==> config.mk <==
export PLATFORM = sky130hd
export DESIGN_NAME = qbt_eval
export DESIGN_NICKNAME = d
export VERILOG_FILES = /design/src/hdl/qbt_pkg.sv /design/src/hdl/qbt_eval.sv
export SDC_FILE = /design/constraint.sdc
export NUM_CORES = 2
export LEC_CHECK = 0
export BUFFER_PORTS_ARGS = -buffer_cell sky130_fd_sc_hd__buf_2
export CAP_MARGIN = 10
export CORE_AREA = 5 5 475 477
export CTS_CLUSTER_DIAMETER = 30
export DETAILED_ROUTE_END_ITERATION = 7
export DIE_AREA = 0 0 480 482
export SYNTH_ARGS = -nofsm -noshare
export SYNTH_HDL_FRONTEND = slang
export SYNTH_SLANG_ARGS = --single-unit
==> constraint.sdc <==
create_clock -name clk_i -period 7.5 [get_ports clk_i]
set_input_delay 1.5 -clock clk_i [delete_from_list [all_inputs] [get_ports clk_i]]
set_output_delay 1.5 -clock clk_i [all_outputs]
set_load 0.01 [all_outputs]
==> src/hdl/qbt_pkg.sv <==
// Package with the shared types and constants of the curve tessellator.
package qbt_pkg;

  localparam int unsigned CoordBits   = 24;
  localparam int unsigned CtrlBits    = 26;
  localparam int unsigned CountBits   = 6;
  localparam int unsigned MaxSegments = 63;

  localparam int unsigned QuoBits   = 25;
  localparam int unsigned MagBits   = 38;
  localparam int unsigned EvalDepth = QuoBits + 5;

  typedef logic signed [CoordBits-1:0] coord_t;
  typedef logic signed [CtrlBits-1:0]  ctrl_t;

  typedef struct packed {
    logic [CountBits-1:0] n;
    logic [CountBits-1:0] i;
    logic                 last;
  } idx_t;

  typedef struct packed {
    logic    valid;
    idx_t    idx;
    coord_t  p0x;
    coord_t  p0y;
    ctrl_t   p1x;
    ctrl_t   p1y;
    coord_t  p2x;
    coord_t  p2y;
  } issue_t;

endpackage

==> src/hdl/qbt_eval.sv <==
// Pipelined evaluation of one coordinate: weights, weighted sum, rounded divide, saturation.
module qbt_eval (
  input  logic                 clk_i,
  input  logic [5:0]           n_i,
  input  logic [5:0]           i_i,
  input  qbt_pkg::coord_t      p0_i,
  input  qbt_pkg::ctrl_t       p1_i,
  input  qbt_pkg::coord_t      p2_i,
  output qbt_pkg::coord_t      pt_o
);

  localparam int unsigned QuoBits = qbt_pkg::QuoBits;
  localparam int unsigned MagBits = qbt_pkg::MagBits;
  localparam logic signed [QuoBits:0] QMax = (QuoBits+1)'(8388607);
  localparam logic signed [QuoBits:0] QMin = (QuoBits+1)'(-8388608);

  // Stage 1: weights.
  logic [11:0]          w0_q, w1_q, w2_q, d_q;
  qbt_pkg::coord_t      p0_q, p2_q;
  qbt_pkg::ctrl_t       p1_q;
  logic [5:0]           a_c;

  assign a_c = n_i - i_i;

  always_ff @(posedge clk_i) begin
    w0_q <= 12'(a_c) * 12'(a_c);
    w1_q <= 12'(i_i) * 12'(a_c);
    w2_q <= 12'(i_i) * 12'(i_i);
    d_q  <= 12'(n_i) * 12'(n_i);
    p0_q <= p0_i;
    p1_q <= p1_i;
    p2_q <= p2_i;
  end

  // Stage 2: products.
  logic signed [37:0] m0_q, m1_q, m2_q;
  logic [11:0]        d2_q;

  always_ff @(posedge clk_i) begin
    m0_q <= 38'(p0_q) * 38'($signed({1'b0, w0_q}));
    m1_q <= 38'(p1_q) * 38'($signed({1'b0, w1_q}));
    m2_q <= 38'(p2_q) * 38'($signed({1'b0, w2_q}));
    d2_q <= d_q;
  end

  // Stage 3: numerator 2*num + d, always taken as a floor divide by 2*d.
  logic signed [40:0] t_q;
  logic [12:0]        d3_q;

  always_ff @(posedge clk_i) begin
    t_q  <= (41'(m0_q) <<< 1) + (41'(m1_q) <<< 2) + (41'(m2_q) <<< 1) + 41'($signed({1'b0, d2_q}));
    d3_q <= {d2_q, 1'b0};
  end

  // Stage 4: magnitude, with a negative numerator biased so that the divide floors.
  logic signed [40:0] abs_c;
  logic [MagBits-1:0] rem_q [QuoBits];
  logic [12:0]        div_q [QuoBits];
  logic [QuoBits-1:0] quo_q [QuoBits+1];
  logic               neg_q [QuoBits+1];

  always_comb begin
    abs_c = t_q;
    if (t_q < 0) begin
      abs_c = 41'sd0 - t_q + 41'($signed({1'b0, d3_q})) - 41'sd1;
    end
  end

  always_ff @(posedge clk_i) begin
    rem_q[0] <= abs_c[MagBits-1:0];
    div_q[0] <= d3_q;
    quo_q[0] <= '0;
    neg_q[0] <= t_q[40];
  end

  // Restoring divider, one quotient bit per stage, most significant bit first.
  for (genvar s = 0; s < QuoBits; s++) begin : g_div
    localparam int unsigned Sh = QuoBits - 1 - s;
    logic [MagBits-1:0] sub_c;
    logic               ge_c;

    assign sub_c = MagBits'(div_q[s]) << Sh;
    assign ge_c  = (rem_q[s] >= sub_c);

    always_ff @(posedge clk_i) begin
      quo_q[s+1] <= quo_q[s] | (QuoBits'(ge_c) << Sh);
      neg_q[s+1] <= neg_q[s];
    end

    if (s < QuoBits - 1) begin : g_fwd
      always_ff @(posedge clk_i) begin
        rem_q[s+1] <= ge_c ? rem_q[s] - sub_c : rem_q[s];
        div_q[s+1] <= div_q[s];
      end
    end
  end

  // Final stage: sign and saturation.
  logic signed [QuoBits:0] q_c;

  assign q_c = neg_q[QuoBits] ? -$signed({1'b0, quo_q[QuoBits]})
                              : $signed({1'b0, quo_q[QuoBits]});

  always_ff @(posedge clk_i) begin
    if (q_c > QMax) begin
      pt_o <= 24'sh7FFFFF;
    end else if (q_c < QMin) begin
      pt_o <= 24'sh800000;
    end else begin
      pt_o <= q_c[qbt_pkg::CoordBits-1:0];
    end
  end

endmodule

Word-level counts from Yosys, hierarchy flattened
Memory sizes are Yosys's and may differ from the RTL's.
Cells that the tools add are included.
{"block": "op_classes", "n_addsub": 32, "n_mul": 7, "magnitude_cmp": 28, "muxes": 27, "bitwise": 25}
{"op": "$mux 38", "n": 25}
{"op": "$mul 24x13->37", "n": 2}
{"op": "$mul 6x6->12", "n": 4}
{"op": "$add 38x40->41", "n": 1}
{"op": "$add 41x13->41", "n": 1}
{"op": "$add 41x38->41", "n": 1}
{"op": "$lt 41x1->1 const B", "n": 1}
{"op": "$add 38x14->38", "n": 1}
{"op": "$ge 38x13->1", "n": 1}
{"op": "$ge 38x14->1", "n": 1}
{"op": "$ge 38x15->1", "n": 1}
{"op": "$ge 38x16->1", "n": 1}
{"op": "$ge 38x17->1", "n": 1}
{"op": "$ge 38x18->1", "n": 1}
{"op": "$ge 38x19->1", "n": 1}
{"op": "$ge 38x20->1", "n": 1}
{"op": "$ge 38x21->1", "n": 1}
{"op": "$ge 38x22->1", "n": 1}
{"op": "$ge 38x23->1", "n": 1}
{"op": "$ge 38x24->1", "n": 1}
{"op": "$ge 38x25->1", "n": 1}
{"op": "$ge 38x26->1", "n": 1}
{"op": "$ge 38x27->1", "n": 1}
{"op": "$ge 38x28->1", "n": 1}
{"op": "other kinds (67)", "n": 67}
{"block": "totals", "reg_bits": 323, "ram_bits": 1951, "output_inout_bits": 24, "elab_cells": 137, "mem_count": 4}
{"name": "rem_q", "words": 25, "width": 38, "read_ports": 25, "rd_ports_with_merged_regs": 0, "write_ports": 25, "line": "qbt_eval.sv:57", "source": "logic [MagBits-1:0] rem_q [QuoBits];"}
{"name": "quo_q", "words": 26, "width": 25, "read_ports": 26, "rd_ports_with_merged_regs": 0, "write_ports": 26, "line": "qbt_eval.sv:59", "source": "logic [QuoBits-1:0] quo_q [QuoBits+1];"}
{"name": "div_q", "words": 25, "width": 13, "read_ports": 25, "rd_ports_with_merged_regs": 0, "write_ports": 25, "line": "qbt_eval.sv:58", "source": "logic [12:0] div_q [QuoBits];"}
{"name": "neg_q", "words": 26, "width": 1, "read_ports": 26, "rd_ports_with_merged_regs": 0, "write_ports": 26, "line": "qbt_eval.sv:60", "source": "logic neg_q [QuoBits+1];"}

Logic depth before layout (Yosys ltp)
An unclocked memory read counts as a cell.
{"block": "logic_depth", "ltp_word": 5, "depth_mapped": 24, "depth_no_buf": 24}

Least setup slack after synthesis
OpenSTA, ideal clock, no wires.
{"block": "synth_path", "kind": "input port to flip-flop", "start": "input i_i[1]", "end": "register w0_q[10]", "setup_time_ps": 72, "arrival_ps": 6132, "t_required_ps": 7428, "slack_ps": 1296, "path_stages": 22, "n_path_buf": 1, "cell_sequence": "clkbuf_1 -> inv_1 -> ha_1 -> a21o_1 -> a21o_1 -> a21o_1 -> a21oi_1 -> xnor2_1 -> inv_1 -> nor2_1 -> fa_1 -> inv_1 -> fa_1 -> fa_1 -> inv_1 -> ha_1 -> a31oi_1 -> o21bai_1 -> a21o_1 -> a21o_1 -> a21oi_1 -> xnor2_1"}
{"block": "synth_via", "elab_chain_cells": 2}
{"element": "start, declared", "line": "qbt_eval.sv:5", "source": "input logic [5:0] i_i,"}
{"element": "$sub 6x6->6", "line": "qbt_eval.sv:23", "source": "assign a_c = n_i - i_i;"}
{"element": "$mul 6x6->12", "line": "qbt_eval.sv:26", "source": "w0_q <= 12'(a_c) * 12'(a_c);"}
{"element": "end signal, assigned", "line": "qbt_eval.sv:26"}
{"element": "end, declared", "line": "qbt_eval.sv:18", "source": "logic [11:0] w0_q, w1_q, w2_q, d_q;"}
Every way passes these cells.
A chain may end at the register's enable or synchronous reset.

Worst setup path after layout
{"block": "layout_path", "start": "register w1_q[3]", "end": "register m1_q[36]"}
{"block": "layout_via", "elab_chain_cells": 1}
{"element": "start, declared", "line": "qbt_eval.sv:18"}
{"element": "start signal, assigned", "line": "qbt_eval.sv:27", "source": "w1_q <= 12'(i_i) * 12'(a_c);"}
{"element": "$mul 26x13->38", "line": "qbt_eval.sv:41", "source": "m1_q <= 38'(p1_q) * 38'($signed({1'b0, w1_q}));"}
{"element": "end signal, assigned", "line": "qbt_eval.sv:41"}
{"element": "end, declared", "line": "qbt_eval.sv:36", "source": "logic signed [37:0] m0_q, m1_q, m2_q;"}
Every way passes these cells.

==> results.sh <==
export IMPL_max_freq_mhz=151
export IMPL_cp_cell_sequence="and2_1, fa_1, inv_1, fa_1, inv_1, fa_1, inv_1, fa_1, fa_1, inv_1, ha_1, nand2_1, a21oi_1, o21ai_0, a211oi_1, o22ai_1, o311ai_0, a41oi_1, o21ai_0, a21oi_1, xnor2_1"
export IMPL_cp_slowest_cell="o311ai_0"
export IMPL_initial_core_util=0.447
export IMPL_cts_tree="yes"
export IMPL_core_um2=221000
export IMPL_ys_warn_count=0
export IMPL_timing_rr_start="w1_q[3]$_DFF_P_"
export IMPL_post_cts_buffers=0
export IMPL_slowest_delay_ns=0.63
export IMPL_clock_sinks=1891
export IMPL_die_area_um2=231000
export IMPL_drc=0
export IMPL_fin_nets=11883
export IMPL_rsz0062_at_grt="false"
export IMPL_drive_gt1_frac=0.0835
export IMPL_yosysMostFrequentCell="dfxtp_1"
export IMPL_root_buffer="clkbuf_16"
export IMPL_syn_inst=9922
export IMPL_cpLargestDelayFamily="adder cells"
export IMPL_place_hpwl_um=179000
export IMPL_end_kind="flip-flop"
export IMPL_setup_viol=0
export IMPL_cts_resized=0
export IMPL_cts_buffers=371
export IMPL_boundaryPins=111
export IMPL_vias_per_cell=4.99
export IMPL_criticalPathCategory="reg -> reg"
export IMPL_tightest_slew_ns=1.14
export IMPL_cp_start_kind="flip-flop"
export IMPL_syn_mean_instance_area_um2=9.95
export IMPL_min_delay_start="quo_q[0][73]$_DFF_P_"
export IMPL_path_buf_inv=4
export IMPL_grt_use_total=0.198
export IMPL_cp_common_cell="fa_1"
export IMPL_fin_skew_ns=0.0940
export IMPL_worstPathArrival_ns=7.38
export IMPL_synthTopCellsByCount="dfxtp_1 (1891), inv_1 (1439), fa_1 (832)"
export IMPL_design_area_um2=115000
export IMPL_status="finished clean"
export IMPL_drv_slew=0
export IMPL_die_y_um=482
export IMPL_htree_levels=5
export IMPL_ys_ff_latch=1891
export IMPL_ys_flop_type="dfxtp_1"
export IMPL_drtIter0Drc=3584
export IMPL_drt_total_wl_um=227000
export IMPL_grt_overflow=0
export IMPL_antenna_found_initial=8
export IMPL_post_route_min_period_ns=6.63
export IMPL_synthTopCellsByArea="dfxtp_1 (38%), fa_1 (17%), ha_1 (9.6%)"
export IMPL_grt_pass1_wl_um=372000
export IMPL_netlist_area_um2=98700
export IMPL_clkSlewWorstSetupHoldPaths_ns=0.05
export IMPL_ant_nets=0
export IMPL_max_slew_margin_rel=0.233
export IMPL_drv_cap=0
export IMPL_ys_types=83
export IMPL_seq_area_frac_synth=0.384
export IMPL_dr_pass1_iters=6
export IMPL_cts_hold_buf=0
export IMPL_portBuffers=110
export IMPL_hold_violations=0
export IMPL_vias=67266
export IMPL_rows=173
export IMPL_wire_per_inst_um=16.9
export IMPL_synth_top_area_frac=0.384
export IMPL_die_w_um=480
export IMPL_setup_tns_final_ns=0
export IMPL_fill_cells=19771
export IMPL_yosysTopAreaCell="dfxtp_1"
export IMPL_area_delta_synth_final_pct=16.6
export IMPL_grt_max_degree=48
export IMPL_cp_startpoint="w1_q[3]$_DFF_P_"
export IMPL_gp_routability_congestion=0.885
export IMPL_async_reset_ff_frac=0
export IMPL_cp_max_fo=26
export IMPL_crit_required_ns=8.26
export IMPL_fin_crit_sh=0.883
export IMPL_dpl_cell_area_um2=102000
export IMPL_synth_edf_count=0
export IMPL_worstHoldPathType="reg -> reg"
export IMPL_clkLatencyLatePin_ns=0.96
export IMPL_clockBufferDepth=4
export IMPL_first_global_vias=71006
==> per-stage QoR <==
stage	utilization	std cells	hold WS, ns	setup WS, ns
final	0.521	13476	0.280	0.874
after global routing	0.521	13473	0.290	0.514
after floorplan	-	9923	0.310	1.30
after detailed placement	0.463	12806	0.312	0.832
after CTS	0.520	13468	0.279	0.863
after global placement	0.463	12806	0.310	0.843
==> worst paths after layout <==
check                               to  depth (start not counted)  slack [ns]
setup / recovery      m1_q[36]$_DFF_P_                         21        0.87
hold / removal    quo_q[0][98]$_DFF_P_                          0        0.28
setup reg to reg      m1_q[36]$_DFF_P_                         21        0.87
hold reg to reg   quo_q[0][98]$_DFF_P_                          0        0.28
==> sequential cells by signal (all words and copies together), names as in the netlist <==
| name | count |
|---|---|
| m0_q | 37 |
| p2_q | 24 |
| p1_q | 26 |
| p0_q | 24 |
| t_q | 39 |
| quo_q | 325 |
| w2_q | 11 |
| w1_q | 12 |
| d_q | 11 |
| w0_q | 11 |
| pt_o | 24 |
| m1_q | 38 |
| d3_q | 10 |
| rem_q | 950 |
| m2_q | 37 |
| neg_q | 26 |
| div_q | 275 |
| d2_q | 11 |
==> layout make-up <==
type	count	area, µm²	share of cell area
multi-input cells	6340	54500	0.474
flip-flops and latches	1891	37900	0.329
clock buffers	448	9960	0.0866
inverters	1440	5410	0.0470
well taps	2975	3720	0.0324
clock inverters	214	2640	0.0229
repair buffers	161	941	0.00818
diodes	7	17.5	0.000152
==> logic make-up (layout without fill, tap and decap cells) <==
family / count (synthesis) / in the layout / synth area share
DFF: 1891 / 1891 / 0.384
muxes: 48 / 48 / 0.00539
xor gates and xnor gates: 687 / 687 / 0.0610
and+or+nand+nor: 2679 / 2679 / 0.138
buffers and inverters: 1692 / 2263 / 0.0646
AOI/OAI and AO/OA: 1333 / 1333 / 0.0829
other: 1 / 9 / 0.0000380
adders and majority gates: 1591 / 1591 / 0.265
==> metal layers <==
layer,track usage,routed length [µm],vias to the layer above
li1,-,-,32786
met1,0.248,97600,32483
met2,0.344,111000,1506
met3,0.0303,10100,489
met4,0.0810,8630,2
met5,0,13,-
==> worst reg2reg max path, stage by stage (launching register included) <==
cell      delay, ns
dfxtp_1        0.61
and2_1         0.32
fa_1           0.53
inv_1          0.05
fa_1           0.53
inv_1          0.05
fa_1           0.52
inv_1          0.05
fa_1           0.47
fa_1           0.56
inv_1          0.05
ha_1           0.32
nand2_1        0.09
a21oi_1        0.11
o21ai_0        0.14
a211oi_1       0.43
o22ai_1        0.30
o311ai_0       0.63
a41oi_1        0.33
o21ai_0        0.24
a21oi_1        0.10
xnor2_1        0.12
==> cell usage in the layout (no fill, tap or decap), drive strengths merged, types with 50 or more instances in the layout <==
cell,synthesis,layout
a21o,151,151
a21oi,436,436
and2,463,463
buf,11,161
clkbuf,241,448
clkinv,0,84
dfxtp,1891,1891
fa,832,832
ha,759,759
inv,1440,1502
nand2,830,830
nand2b,91,91
nand3,110,110
nand4,75,75
nor2,440,440
nor2b,74,74
nor3,163,163
nor4,146,146
o21a,50,50
o21ai,356,356
o21bai,52,52
o31ai,60,60
or3,74,74
or4,56,56
xnor2,426,426
xor2,261,261
Power is left out: the tool's default activity adds up to more than one toggle a clock period on the data nets, which glitch-free logic cannot reach.
